<file path="src/sv/mkwd_pkg.sv">
`default_nettype none
// ----------------------------------------------------------------------------
// Multi-key window debouncer package
// Shared widths, reset values, register indexes and the per-key
// configuration bundle.
// ----------------------------------------------------------------------------
package mkwd_pkg;

    localparam int NUM_KEYS_DEF = 4;
    localparam int CNT_W        = 8;
    localparam int CFG_DATA_W   = 8;
    localparam int CFG_IDX_W    = 1;

    localparam logic [CNT_W-1:0] CNT_MAX = {CNT_W{1'b1}};

    localparam logic [CFG_DATA_W-1:0] WINDOW_RST = 8'd20;
    localparam logic [CFG_DATA_W-1:0] THRESH_RST = 8'd10;

    localparam logic [CFG_IDX_W-1:0] REG_WINDOW_TICKS     = 1'b0;
    localparam logic [CFG_IDX_W-1:0] REG_ACCEPT_THRESHOLD = 1'b1;

    typedef struct packed {
        logic [CNT_W-1:0] window;
        logic [CNT_W-1:0] thresh;
    } t_key_cfg;

endpackage
`default_nettype wire

</file>
<file path="src/sv/mkwd_in_if.sv">
`default_nettype none
// ----------------------------------------------------------------------------
// Debouncer tick channel
// Valid/ready channel carrying the edge mask and the raw key levels.
// ----------------------------------------------------------------------------
interface mkwd_in_if #(
    parameter int NUM_KEYS = mkwd_pkg::NUM_KEYS_DEF
);
    logic                valid;
    logic                ready;
    logic [NUM_KEYS-1:0] edge_mask;
    logic [NUM_KEYS-1:0] key_levels;

    modport source (output valid, output edge_mask, output key_levels, input ready);
    modport sink   (input valid, input edge_mask, input key_levels, output ready);
endinterface
`default_nettype wire

</file>
<file path="src/sv/mkwd_out_if.sv">
`default_nettype none
// ----------------------------------------------------------------------------
// Debouncer result channel
// Valid/ready channel carrying the stable key states and the change mask.
// ----------------------------------------------------------------------------
interface mkwd_out_if #(
    parameter int NUM_KEYS = mkwd_pkg::NUM_KEYS_DEF
);
    logic                valid;
    logic                ready;
    logic [NUM_KEYS-1:0] stable_keys;
    logic [NUM_KEYS-1:0] changed_keys;

    modport source (output valid, output stable_keys, output changed_keys, input ready);
    modport sink   (input valid, input stable_keys, input changed_keys, output ready);
endinterface
`default_nettype wire

</file>
<file path="src/sv/mkwd_key.sv">
`default_nettype none
// ----------------------------------------------------------------------------
// Debouncer key cell
// Window timer and differing-sample counter of one key; flags a toggle
// of the stable state when the window closes with enough differing samples.
// ----------------------------------------------------------------------------
module mkwd_key (
    input  wire                 i_clk,
    input  wire                 i_rst_n,
    input  wire                 i_step,
    input  mkwd_pkg::t_key_cfg  i_cfg,
    input  wire                 i_edge,
    input  wire                 i_level,
    input  wire                 i_stable,
    output logic                o_toggle
);
    import mkwd_pkg::*;

    logic [CNT_W-1:0] r_timer, n_timer;
    logic [CNT_W-1:0] r_count, n_count;
    logic [CNT_W-1:0] w_timer_ld;
    logic [CNT_W-1:0] w_timer_dec;
    logic [CNT_W-1:0] w_count_inc;
    logic             w_active;
    logic             w_expire;

    always_comb begin
        // An edge restarts the window; the count carries on.
        w_timer_ld  = i_edge ? i_cfg.window : r_timer;
        w_active    = (w_timer_ld != '0);
        w_timer_dec = w_timer_ld - {{(CNT_W-1){1'b0}}, 1'b1};
        w_count_inc = ((i_level ^ i_stable) && (r_count != CNT_MAX))
                    ? r_count + {{(CNT_W-1){1'b0}}, 1'b1} : r_count;
        w_expire    = w_active && (w_timer_dec == '0);
        o_toggle    = w_expire && (w_count_inc > i_cfg.thresh);
        n_timer     = w_active ? w_timer_dec : '0;
        if (!w_active) begin
            n_count = r_count;
        end else if (w_expire) begin
            n_count = '0;
        end else begin
            n_count = w_count_inc;
        end
    end

    always_ff @(posedge i_clk) begin
        if (!i_rst_n) begin
            r_timer <= '0;
            r_count <= '0;
        end else if (i_step) begin
            r_timer <= n_timer;
            r_count <= n_count;
        end
    end

endmodule
`default_nettype wire

</file>
<file path="src/sv/multi_key_window_debouncer.sv">
`default_nettype none
// ----------------------------------------------------------------------------
// Multi-key window debouncer
// Per-key window debouncing of raw key levels, one tick per word.
// ----------------------------------------------------------------------------
// Each input word is one tick and yields exactly one result word. A new word
// is taken every clock cycle while the output side keeps up; a word passes
// through an input register and then a result register, and its result can
// be taken once the output side is ready. All keys are updated in parallel
// in their own cells, and the result register lets the next tick be accepted
// while a result waits to be taken. Window length and threshold are written
// through the configuration port; the user must write them only while the
// block is idle, as the block itself does not enforce this.
module multi_key_window_debouncer #(
    parameter int NUM_KEYS = mkwd_pkg::NUM_KEYS_DEF
) (
    input  wire                                  i_clk,
    input  wire                                  i_rst_n,
    input  wire                                  i_cfg_we,
    input  wire  [mkwd_pkg::CFG_IDX_W-1:0]       i_cfg_idx,
    input  wire  [mkwd_pkg::CFG_DATA_W-1:0]      i_cfg_data,
    mkwd_in_if.sink                              i_in,
    mkwd_out_if.source                           o_out
);
    import mkwd_pkg::*;

    t_key_cfg            r_cfg;
    logic                r_in_valid;
    logic [NUM_KEYS-1:0] r_edges;
    logic [NUM_KEYS-1:0] r_levels;
    logic [NUM_KEYS-1:0] r_stable;
    logic                r_out_valid;
    logic [NUM_KEYS-1:0] r_out_stable;
    logic [NUM_KEYS-1:0] r_out_changed;
    logic [NUM_KEYS-1:0] w_toggle;
    logic [NUM_KEYS-1:0] n_stable;
    logic                w_advance;

    always_ff @(posedge i_clk) begin
        if (!i_rst_n) begin
            r_cfg.window <= WINDOW_RST;
            r_cfg.thresh <= THRESH_RST;
        end else if (i_cfg_we) begin
            case (i_cfg_idx)
                REG_WINDOW_TICKS:     r_cfg.window <= i_cfg_data;
                REG_ACCEPT_THRESHOLD: r_cfg.thresh <= i_cfg_data;
                default: ;
            endcase
        end
    end

    // The held word moves on when the result register is empty or drained.
    assign w_advance  = r_in_valid && (!r_out_valid || o_out.ready);
    assign i_in.ready = !r_in_valid || w_advance;

    always_ff @(posedge i_clk) begin
        if (!i_rst_n) begin
            r_in_valid <= 1'b0;
        end else if (i_in.ready) begin
            r_in_valid <= i_in.valid;
        end
    end

    always_ff @(posedge i_clk) begin
        if (i_in.valid && i_in.ready) begin
            r_edges  <= i_in.edge_mask;
            r_levels <= i_in.key_levels;
        end
    end

    for (genvar k = 0; k < NUM_KEYS; k++) begin : g_key
        mkwd_key u_key (
            .i_clk    (i_clk),
            .i_rst_n  (i_rst_n),
            .i_step   (w_advance),
            .i_cfg    (r_cfg),
            .i_edge   (r_edges[k]),
            .i_level  (r_levels[k]),
            .i_stable (r_stable[k]),
            .o_toggle (w_toggle[k])
        );
    end

    assign n_stable = r_stable ^ w_toggle;

    always_ff @(posedge i_clk) begin
        if (!i_rst_n) begin
            r_stable    <= '0;
            r_out_valid <= 1'b0;
        end else begin
            if (w_advance) begin
                r_stable    <= n_stable;
                r_out_valid <= 1'b1;
            end else if (o_out.ready) begin
                r_out_valid <= 1'b0;
            end
        end
    end

    always_ff @(posedge i_clk) begin
        if (w_advance) begin
            r_out_stable  <= n_stable;
            r_out_changed <= w_toggle;
        end
    end

    assign o_out.valid        = r_out_valid;
    assign o_out.stable_keys  = r_out_stable;
    assign o_out.changed_keys = r_out_changed;

endmodule
`default_nettype wire

</file>
<file path="src/flat_wrapper.sv">
// flat-port wrapper written by rule: the top's interface ports become plain ports
module multi_key_window_debouncer_flat import mkwd_pkg::*;
#(
    parameter int NUM_KEYS = mkwd_pkg::NUM_KEYS_DEF
)
  (i_clk, i_rst_n, i_cfg_we, i_cfg_idx, i_cfg_data, i_in_valid, i_in_edge_mask, i_in_key_levels, i_in_ready, o_out_valid, o_out_stable_keys, o_out_changed_keys, o_out_ready);
  mkwd_in_if #(.NUM_KEYS(NUM_KEYS)) i_in_i ();
  mkwd_out_if #(.NUM_KEYS(NUM_KEYS)) o_out_i ();
  input  wire i_clk;
  input  wire i_rst_n;
  input  wire i_cfg_we;
  input  wire  [mkwd_pkg::CFG_IDX_W-1:0] i_cfg_idx;
  input  wire  [mkwd_pkg::CFG_DATA_W-1:0] i_cfg_data;
  input wire logic [$bits(i_in_i.valid)-1:0] i_in_valid;
  input wire logic [$bits(i_in_i.edge_mask)-1:0] i_in_edge_mask;
  input wire logic [$bits(i_in_i.key_levels)-1:0] i_in_key_levels;
  output wire logic [$bits(i_in_i.ready)-1:0] i_in_ready;
  output wire logic [$bits(o_out_i.valid)-1:0] o_out_valid;
  output wire logic [$bits(o_out_i.stable_keys)-1:0] o_out_stable_keys;
  output wire logic [$bits(o_out_i.changed_keys)-1:0] o_out_changed_keys;
  input wire logic [$bits(o_out_i.ready)-1:0] o_out_ready;
  assign i_in_i.valid = i_in_valid;
  assign i_in_i.edge_mask = i_in_edge_mask;
  assign i_in_i.key_levels = i_in_key_levels;
  assign i_in_ready = i_in_i.ready;
  assign o_out_valid = o_out_i.valid;
  assign o_out_stable_keys = o_out_i.stable_keys;
  assign o_out_changed_keys = o_out_i.changed_keys;
  assign o_out_i.ready = o_out_ready;
  multi_key_window_debouncer #(.NUM_KEYS(NUM_KEYS)) u_core (.i_clk(i_clk), .i_rst_n(i_rst_n), .i_cfg_we(i_cfg_we), .i_cfg_idx(i_cfg_idx), .i_cfg_data(i_cfg_data), .i_in(i_in_i), .o_out(o_out_i));
endmodule
</file>
<file path="config.mk">
export PLATFORM = sky130hd
export DESIGN_NAME = multi_key_window_debouncer_flat
export DESIGN_NICKNAME = d
export VERILOG_FILES = /design/src/sv/mkwd_pkg.sv /design/src/sv/mkwd_in_if.sv /design/src/sv/mkwd_out_if.sv /design/src/sv/mkwd_key.sv /design/src/sv/multi_key_window_debouncer.sv /design/src/flat_wrapper.sv
export SDC_FILE = /design/constraint.sdc
export NUM_CORES = 1
export LEC_CHECK = 0
export ABC_AREA = 1
export CAP_MARGIN = 5
export CELL_PAD_IN_SITES_DETAIL_PLACEMENT = 1
export CELL_PAD_IN_SITES_GLOBAL_PLACEMENT = 1
export CORE_MARGIN = 4
export CORE_UTILIZATION = 50
export CTS_CLUSTER_DIAMETER = 100
export DETAILED_ROUTE_END_ITERATION = 16
export DONT_BUFFER_PORTS = 1
export PLACE_DENSITY = 0.84
export SYNTH_ARGS = -nofsm -noshare
export SYNTH_HDL_FRONTEND = slang
export SYNTH_SLANG_ARGS = --single-unit
export TNS_END_PERCENT = 30
</file>
<file path="constraint.sdc">
create_clock -name i_clk -period 6.2 [get_ports i_clk]
set_input_delay 1.24 -clock i_clk [delete_from_list [all_inputs] [get_ports i_clk]]
set_output_delay 1.24 -clock i_clk [all_outputs]
set_load 0.005 [all_outputs]
</file>
After elaboration in Yosys (flattened, before gate mapping) --
Cells that the tools add are included.
Cells by class: add/sub/neg operators 8, order comparisons 4, equal/unequal tests 4, muxes and demuxes 18, bitwise logic cells 6, reductions and logical operators 33
Operator list (count):
- $mux W8 | 16
- $add A8 B1 Y8 const B | 4
- $gt A8 B8 Y1 | 4
- $logic_not A8 Y1 | 4
- $ne A8 B8 Y1 const B | 4
- $reduce_bool A8 Y1 | 4
- $sub A8 B1 Y8 const B | 4
- $logic_and A1 B1 Y1 | 14
- $reduce_and A2 Y1 | 6
- $xor A1 B1 Y1 | 4
- $xor A4 B4 Y4 | 1
- $logic_not A1 Y1 | 2
- $logic_or A1 B1 Y1 | 2
- $mux W1 | 2
- $reduce_bool A2 Y1 | 1
- $not A1 Y1 | 1
Word-level totals: flip-flop bits (word level) 102, output and inout bits 10, word-level logic and storage cells 90

Longest topological paths before layout --
Gate-level depths: netlist of run 1.
depth in word-level cells 6, depth in mapped cells 20, mapped depth without buffers 20

Cells and area by module --
From an unflattened synthesis of run 1, not the netlist that was laid out.
Unflattened totals: cell total of the unflattened synthesis 1077, area, all modules 7320.8 um^2
Modules (own cells, without submodules):
- mkwd_key (u_core.g_key[0].u_key ...) | instances 3, cells an instance 235, area an instance 1492.7 um^2
- mkwd_key (u_core.g_key[1].u_key) | instances 1, cells an instance 233, area an instance 1481.4 um^2
- multi_key_window_debouncer | instances 1, cells an instance 139, area an instance 1361.3 um^2

Least setup slack after synthesis of run 1 --
No wires, ideal clock.
path kind input-to-output, from input port o_out_ready, to output port i_in_ready, arrival time 1.389 ns, required time 4.960 ns, path slack 3.571 ns, stages on the path 2, path buffers 0, path through inv_1 nand3_1
On the way: word-level cells in the longest chain between the ends 3
RTL lines:
- start: declaration | line flat_wrapper.sv:21 | input wire logic [$bits(o_out_i.ready)-1:0] o_out_ready;
- $logic_or A1 B1 Y1 | line multi_key_window_debouncer.sv:53 | assign w_advance = r_in_valid && (!r_out_valid || o_out.ready);
- $logic_and A1 B1 Y1 | line multi_key_window_debouncer.sv:53
- $logic_or A1 B1 Y1 | line multi_key_window_debouncer.sv:54 | assign i_in.ready = !r_in_valid || w_advance;
- end: declaration | line flat_wrapper.sv:17 | output wire logic [$bits(i_in_i.ready)-1:0] i_in_ready;
Every way passes these cells.

Worst setup path in the final report of run 1 --
from register u_core.g_key[0].u_key.r_count[0], to register u_core.r_out_stable[0] (netlist: u_core.o_out.stable_keys[0]), data pin
On the way: word-level cells in the longest chain between the ends 6, elaborated cells on any way between the ends 7, those cells by class add/sub: 1; order compare: 1; eq/ne: 1; mux: 1; bitwise: 1; reduce/logical: 2
RTL lines:
- start: declaration | line mkwd_key.sv:20 | logic [CNT_W-1:0] r_count, n_count;
- start signal: assignment | line mkwd_key.sv:52 | r_count <= n_count;
- branches (longest 2 deep; another with $add A8 B1 Y8)
- $mux W8 * | line mkwd_key.sv:33 | ? r_count + {{(CNT_W-1){1'b0}}, 1'b1} : r_count;
- $gt A8 B8 Y1 * | line mkwd_key.sv:35 | o_toggle = w_expire && (w_count_inc > i_cfg.thresh);
- $logic_and A1 B1 Y1 * | line mkwd_key.sv:35
- $xor A4 B4 Y4 * | line multi_key_window_debouncer.sv:84 | assign n_stable = r_stable ^ w_toggle;
- named net u_core.n_stable[0] | line multi_key_window_debouncer.sv:36 | logic [NUM_KEYS-1:0] n_stable;
- end signal: assignment | line multi_key_window_debouncer.sv:102 | r_out_stable <= n_stable;
- end: declaration | line multi_key_window_debouncer.sv:33 | logic [NUM_KEYS-1:0] r_out_stable;
Mark *: on every way through the listed nets, which the timed path passes. A chain may end at the register's enable or synchronous reset.

==> flow_metrics.env, run 1 <==
export IMPL_status="finished clean"
export IMPL_totalWireLength_mm=19.7
export IMPL_fin_tns_setup_ns=0
export IMPL_post_cts_buffers=0
export IMPL_crit_path_max_fanout=5
export IMPL_drt_antenna_violating_nets=0
export IMPL_ys_types=37
export IMPL_detail_route_first_pass_iterations=4
export IMPL_rsz0062_at_grt="false"
export IMPL_syn_inst=1004
export IMPL_setup_viol=0
export IMPL_initial_utilization=0.514
export IMPL_syn_to_final_growth_pct=6.23
export IMPL_gp_congestion=0.856
export IMPL_crit_top_cell="nand2_1"
export IMPL_fp_dieW_um=125
export IMPL_dpl_hpwl_mm=14.4
export IMPL_antenna_found_initial=0
export IMPL_syn_area_per_cell_um2=6.80
export IMPL_clock_path_buffers=2
export IMPL_cts_buffers=9
export IMPL_netlist_area_um2=6830
export IMPL_cts_root_buf="clkbuf_16"
export IMPL_cts_hold_buf=0
export IMPL_fp_dieArea_um2=15600
export IMPL_clk_pin_slew_ns=0.08
export IMPL_power_density_nw_per_um2=235
export IMPL_grt_pass1_wl_mm=32.4
export IMPL_drt_iter0_markers=326
export IMPL_cp_slowest_cell="nor3_1"
export IMPL_synth_seq_area_share=0.322
export IMPL_p_leak_nw=3.35
export IMPL_fmax_mhz=330
export IMPL_grt_max_degree=70
export IMPL_fin_worst_skew_ns=0.00976
export IMPL_num_nets_final=1062
export IMPL_diodes=0
export IMPL_slew_headroom=0.463
export IMPL_drive_gt1_frac=0.0919
export IMPL_clk_insertion_delay_late_ns=0.36
export IMPL_cap_violations=0
export IMPL_fin_crit_ns=3.03
export IMPL_die_y_um=125
export IMPL_fin_crit_sh=0.488
export IMPL_htree_levels=3
export IMPL_worstPathCellList="ha_1, nand3_1, inv_1, nand4_1, nand2_1, nor3_1, nand2_1, nand2_1, nand2_1, ha_1, nand2_1, nor2_1, nor3b_1, a21oi_1, nand3_1, nand2_1, nand2_1"
export IMPL_fillers=1814
export IMPL_synth_async_reset_ratio=0
export IMPL_crit_required_ns=6.32
export IMPL_hp_class="flip-flop to flip-flop"
export IMPL_peakVddDrop_uv=131
export IMPL_layout_commonest_cell="nand2_1"
export IMPL_worst_setup_path_type="flip-flop to flip-flop"
export IMPL_arrival_ns=3.15
export IMPL_drv_slew=0
export IMPL_syn_nets=1070
export IMPL_grt_overflow=0
export IMPL_slowest_delay_ns=0.39
export IMPL_worst_pin_slew_ns=0.806
export IMPL_core_um2=13300
export IMPL_crit_path_end_kind="flip-flop"
export IMPL_viasPerCell=5.36
export IMPL_io_pins=32
export IMPL_rows=42
export IMPL_timing_hold_ws_ns=0.466
export IMPL_setup_worst_path_start_class="flip-flop"
export IMPL_cts_sinks=102
export IMPL_hold_viol=0
export IMPL_final_cell_mix="nand2_1, inv_1, a21oi_1, dfxtp_1, nand3_1"
export IMPL_grt_pass1_vias=6419
export IMPL_cts_tree="built"
export IMPL_vias=6308
export IMPL_grt_usage=0.256
export IMPL_wire_per_inst_um=16.7
export IMPL_port_buffers=0
export IMPL_route_detailed_drc=0
export IMPL_postCtsResizedCells=0
export IMPL_synth_seq_cells=102
export IMPL_synth_enable_flop_cells=16
export IMPL_synth_flop_cell="dfxtp_1"
export IMPL_yosysWarnings=0
[critical path, delay by kind of cell, from the launching register on]
family	cells	cell delay (ns)
flops	1	0.36
compound gates	1	0.28
buf+inv	1	0.07
fa+ha+maj	2	0.57
simple gates	13	1.52
[power by group]
part	internal (W)	switching [W]	leakage [nW]	total, W
clock	0.000325	0.000290	0.156	0.000615
sequential	0.000704	0.0000312	0.856	0.000735
combinational	0.000109	0.000246	2.34	0.000355
[metrics by stage]
| stage | util | total power [W] | area, um2 | worst slack, ns | instances |
|---|---|---|---|---|---|
| 3_3_place_gp | 0.522 | 0.00109 | 6940 | 3.23 | 1161 |
| 4_1_cts | 0.546 | 0.00172 | 7250 | 3.21 | 1177 |
| 5_1_grt | 0.546 | 0.00179 | 7250 | 2.86 | 1177 |
| 6_report | 0.546 | 0.00170 | 7250 | 3.17 | 1177 |
| 2_1_floorplan | - | 0.00101 | 6830 | 3.57 | 1004 |
| 3_5_place_dp | 0.522 | 0.00110 | 6940 | 3.12 | 1161 |
[cell families after synthesis]
kind of cell               count (synthesis)  synth area share
and+or+nand+nor                          523             0.348
DFF                                      102             0.322
buffers and inverters                    157            0.0936
AOI/OAI and AO/OA                        145             0.113
xor gates and xnor gates                  33            0.0423
adders and majority gates                 44            0.0806
[routing by layer]
metal	global-route usage	part of all wire	up-vias	routed length, um
met2	0.432	0.47	82	9320
met3	0.0334	0.033	29	650
met5	0	0	-	0
li1	-	-	3203	-
met1	0.330	0.47	2994	9200
met4	0.106	0.027	0	528
[synthesized netlist by cell type, types with 10 or more instances]
| library cell | count | area (um2) |
|---|---|---|
| nor2_1 | 44 | 165 |
| nand3_1 | 64 | 320 |
| inv_1 | 123 | 462 |
| nand4_1 | 17 | 106 |
| inv_2 | 10 | 37.5 |
| edfxtp_1 | 16 | 480 |
| ha_1 | 44 | 551 |
| nand2_1 | 326 | 1220 |
| o21ai_0 | 31 | 155 |
| a21oi_1 | 95 | 475 |
| nand2_2 | 23 | 144 |
| nand3_2 | 10 | 100 |
| xor2_1 | 25 | 219 |
| clkbuf_1 | 13 | 48.8 |
| dfxtp_1 | 86 | 1720 |
| nor2_2 | 10 | 62.6 |
[flip-flops by register name (all words and copies together), names as in the netlist]
register and flops:
u_core.r_stable 4, u_core.r_edges 4, u_core.o_out.valid 1, u_core.o_out.changed_keys 4, u_core.r_levels 4, u_core.o_out.stable_keys 4
u_core.g_key.u_key.r_count 32, u_core.r_in_valid 1, u_core.g_key.u_key.r_timer 32, u_core.r_cfg 16
[worst paths after layout]
kind	cells past startpoint	start	slack (ns)	to
worst max-delay path	17	u_core.g_key[0].u_key.r_count[0]	3.17	u_core.o_out.stable_keys[0]
worst min-delay path	2	u_core.g_key[2].u_key.r_timer[3]	0.47	u_core.g_key[2].u_key.r_timer[3]
worst max register to register	17	u_core.g_key[0].u_key.r_count[0]	3.17	u_core.o_out.stable_keys[0]
worst min register to register	2	u_core.g_key[2].u_key.r_timer[3]	0.47	u_core.g_key[2].u_key.r_timer[3]
[layout make-up]
class                   count  area (um2)  share of cell area
multi-input cells         745        3990               0.550
flip-flops and latches    102        2200               0.304
inverters                 135         509              0.0702
clock buffers               9         225              0.0310
well taps                 176         220              0.0304
clock inverters             7        87.6              0.0121
repair buffers              3        22.5             0.00310
Power figures use the tool's default switching activity.
==> run 2, diff against run 1 <==
CORE_UTILIZATION = 47   (was 50)
PLACE_DENSITY = 0.8   (was 0.84)
clock period = 3.05 ns   (was 6.2 ns; I/O delays follow)
==> run 2 against run 1 <==
  * Combinational power up 110%
  * Utilization down 2.0 points
  * Hold slack worse by 0.13 ns
  * Largest power group unchanged
  * Maximum frequency up 7.3%
  * Global-route usage down 0.86 points
  * Non-clock buffer count up 5
  * Critical path type unchanged
==> flow_metrics.env, run 2 (same netlist as run 1, synthesis figures left out) <==
export IMPL_status="finished clean"
export IMPL_clock_path_buffers=2
export IMPL_grt_usage=0.247
export IMPL_drt_iter0_markers=258
export IMPL_seqPwrFrac=0.416
export IMPL_syn_to_final_growth_pct=8.04
export IMPL_drt_antenna_violating_nets=0
export IMPL_crit_path_max_fanout=5
export IMPL_wl_met1_mm=9.09
export IMPL_detail_route_first_pass_iterations=4
export IMPL_worstPathCellList="ha_1, nand3_1, inv_1, nand4_1, nand2_2, nor3_1, xor2_1, ha_1, a21oi_1, nor2_1, nor3b_1, a21oi_2, nand4_1, nand2_1"
export IMPL_cts_hold_buf=0
export IMPL_final_cell_mix="nand2_1, inv_1, a21oi_1, dfxtp_1, nand3_1"
export IMPL_met2_length_mm=9.26
export IMPL_switching_share=0.308
export IMPL_grt_overflow=0
export IMPL_peakVddDrop_uv=273
export IMPL_initial_utilization=0.486
export IMPL_fin_util=0.525
export IMPL_fp_dieW_um=129
export IMPL_die_y_um=129
export IMPL_power_density_nw_per_um2=484
export IMPL_cp_slowest_cell="dfxtp_1"
export IMPL_crit_required_ns=3.17
export IMPL_fp_dieArea_um2=16500
export IMPL_route_detailed_drc=0
export IMPL_slowest_delay_ns=0.34
export IMPL_fin_crit_sh=0.925
export IMPL_dpl_hpwl_mm=14.3
export IMPL_setup_worst_path_start_class="flip-flop"
export IMPL_antenna_found_initial=0
export IMPL_fin_crit_ns=2.82
export IMPL_grt_max_degree=42
export IMPL_postCtsResizedCells=0
export IMPL_hold_viol=0
export IMPL_htree_levels=3
export IMPL_drv_slew=0
export IMPL_wire_per_inst_um=16.6
export IMPL_core_um2=14000
export IMPL_top_regs="u_core.g_key.u_key.r_count: 32 flops, u_core.g_key.u_key.r_timer: 32 flops, u_core.r_cfg: 16 flops"
export IMPL_p_leak_nw=3.39
export IMPL_vias=6307
export IMPL_dr_wl_met3_um=758
export IMPL_dr_max_layer_used="met4"
export IMPL_clk_pin_slew_ns=0.07
export IMPL_viasPerCell=5.32
export IMPL_p_int_w=0.00247
export IMPL_port_buffers=0
export IMPL_fin_worst_skew_ns=0.00774
export IMPL_ff2ff_setup_slack_ns=0.23
export IMPL_totalWireLength_mm=19.7
export IMPL_hp_class="primary input to flip-flop"
export IMPL_rows=43
export IMPL_cts_sinks=102
export IMPL_crit_path_end_kind="flip-flop"
export IMPL_rsz0062_at_grt="true"
export IMPL_grt_pass1_vias=6451
export IMPL_clk_insertion_delay_late_ns=0.36
export IMPL_grt_pass1_wl_mm=32.5
export IMPL_cts_root_buf="clkbuf_16"
export IMPL_cts_tree="built"
export IMPL_pwr_share_comb=0.205
export IMPL_cap_violations=0
export IMPL_io_pins=32
export IMPL_drive_gt1_frac=0.109
export IMPL_worst_pin_slew_ns=0.584
export IMPL_diodes=0
export IMPL_fin_tns_setup_ns=0
export IMPL_slew_headroom=0.610
export IMPL_arrival_ns=2.94
export IMPL_clkPwrFrac=0.378
export IMPL_worst_setup_path_type="flip-flop to flip-flop"
export IMPL_setup_viol=0
export IMPL_cts_buffers=9
export IMPL_gp_congestion=0.839
export IMPL_layout_commonest_cell="nand2_1"
export IMPL_num_nets_final=1067
export IMPL_p_sw_w=0.00110
export IMPL_fmax_mhz=354
export IMPL_post_cts_buffers=0
==> run 2: changes by cell type in the layout (fill, tap and decap cells not counted), sizes merged <==
cell and change:
clkinvlp +1, buf +5, bufinv +2, inv -3
==> run 2: final timing paths <==
kind | startpoint | endpoint | depth (start not counted)
worst max-delay path | u_core.g_key[0].u_key.r_count[0] | u_core.o_out.stable_keys[0] | 14
worst min-delay path | i_in_key_levels[1] | u_core.r_levels[1] | 0
worst max register to register | u_core.g_key[0].u_key.r_count[0] | u_core.o_out.stable_keys[0] | 14
worst min register to register | u_core.g_key[2].u_key.r_timer[0] | u_core.g_key[2].u_key.r_timer[0] | 2
==> run 2: worst max-delay path: cells and delay by family, from the launching register on <==
family | cells | cell delay [ns]
fa+ha+maj | 2 | 0.52
simple gates | 8 | 1.07
flops | 1 | 0.34
buf+inv | 1 | 0.06
compound gates | 2 | 0.28
xor+xnor | 1 | 0.29
==> run 2: cell type report <==
type / count / area [um2]
sequential: 102 / 2210
timing repair buffer: 8 / 72.6
clock buffer: 9 / 225
multi-input combinational: 745 / 4020
clock inverter: 7 / 120
tap: 180 / 225
inverter: 135 / 509
fill: 1900 / 6660
==> run 2: power by group through the flow <==
stage	clock network, W	logic [W]	registers (W)
2_1_floorplan	0	0.000560	0.00150
3_3_place_gp	0	0.000699	0.00151
3_5_place_dp	0	0.000719	0.00152
4_1_cts	0.00138	0.000732	0.00149
5_1_grt	0.00143	0.000836	0.00150
6_report	0.00135	0.000733	0.00149
==> run 2: stage by stage <==
stage / power, W / cell area, um2 / instances / setup slack, ns / hold WS, ns
2_1_floorplan: 0.00206 / 6830 / 1004 / 0.574 / 0.442
5_1_grt: 0.00376 / 7380 / 1186 / 0.00199 / 0.328
6_report: 0.00357 / 7380 / 1186 / 0.228 / 0.341
4_1_cts: 0.00360 / 7340 / 1186 / 0.112 / 0.332
3_3_place_gp: 0.00221 / 7000 / 1170 / 0.269 / 0.451
3_5_place_dp: 0.00224 / 7000 / 1170 / 0.193 / 0.455
==> run 2: routing by layer <==
| metal | global-route usage | vias to the layer above |
|---|---|---|
| li1 | - | 3213 |
| met1 | 0.309 | 2974 |
| met2 | 0.422 | 92 |
| met3 | 0.0423 | 28 |
| met4 | 0.103 | 0 |
| met5 | 0 | - |
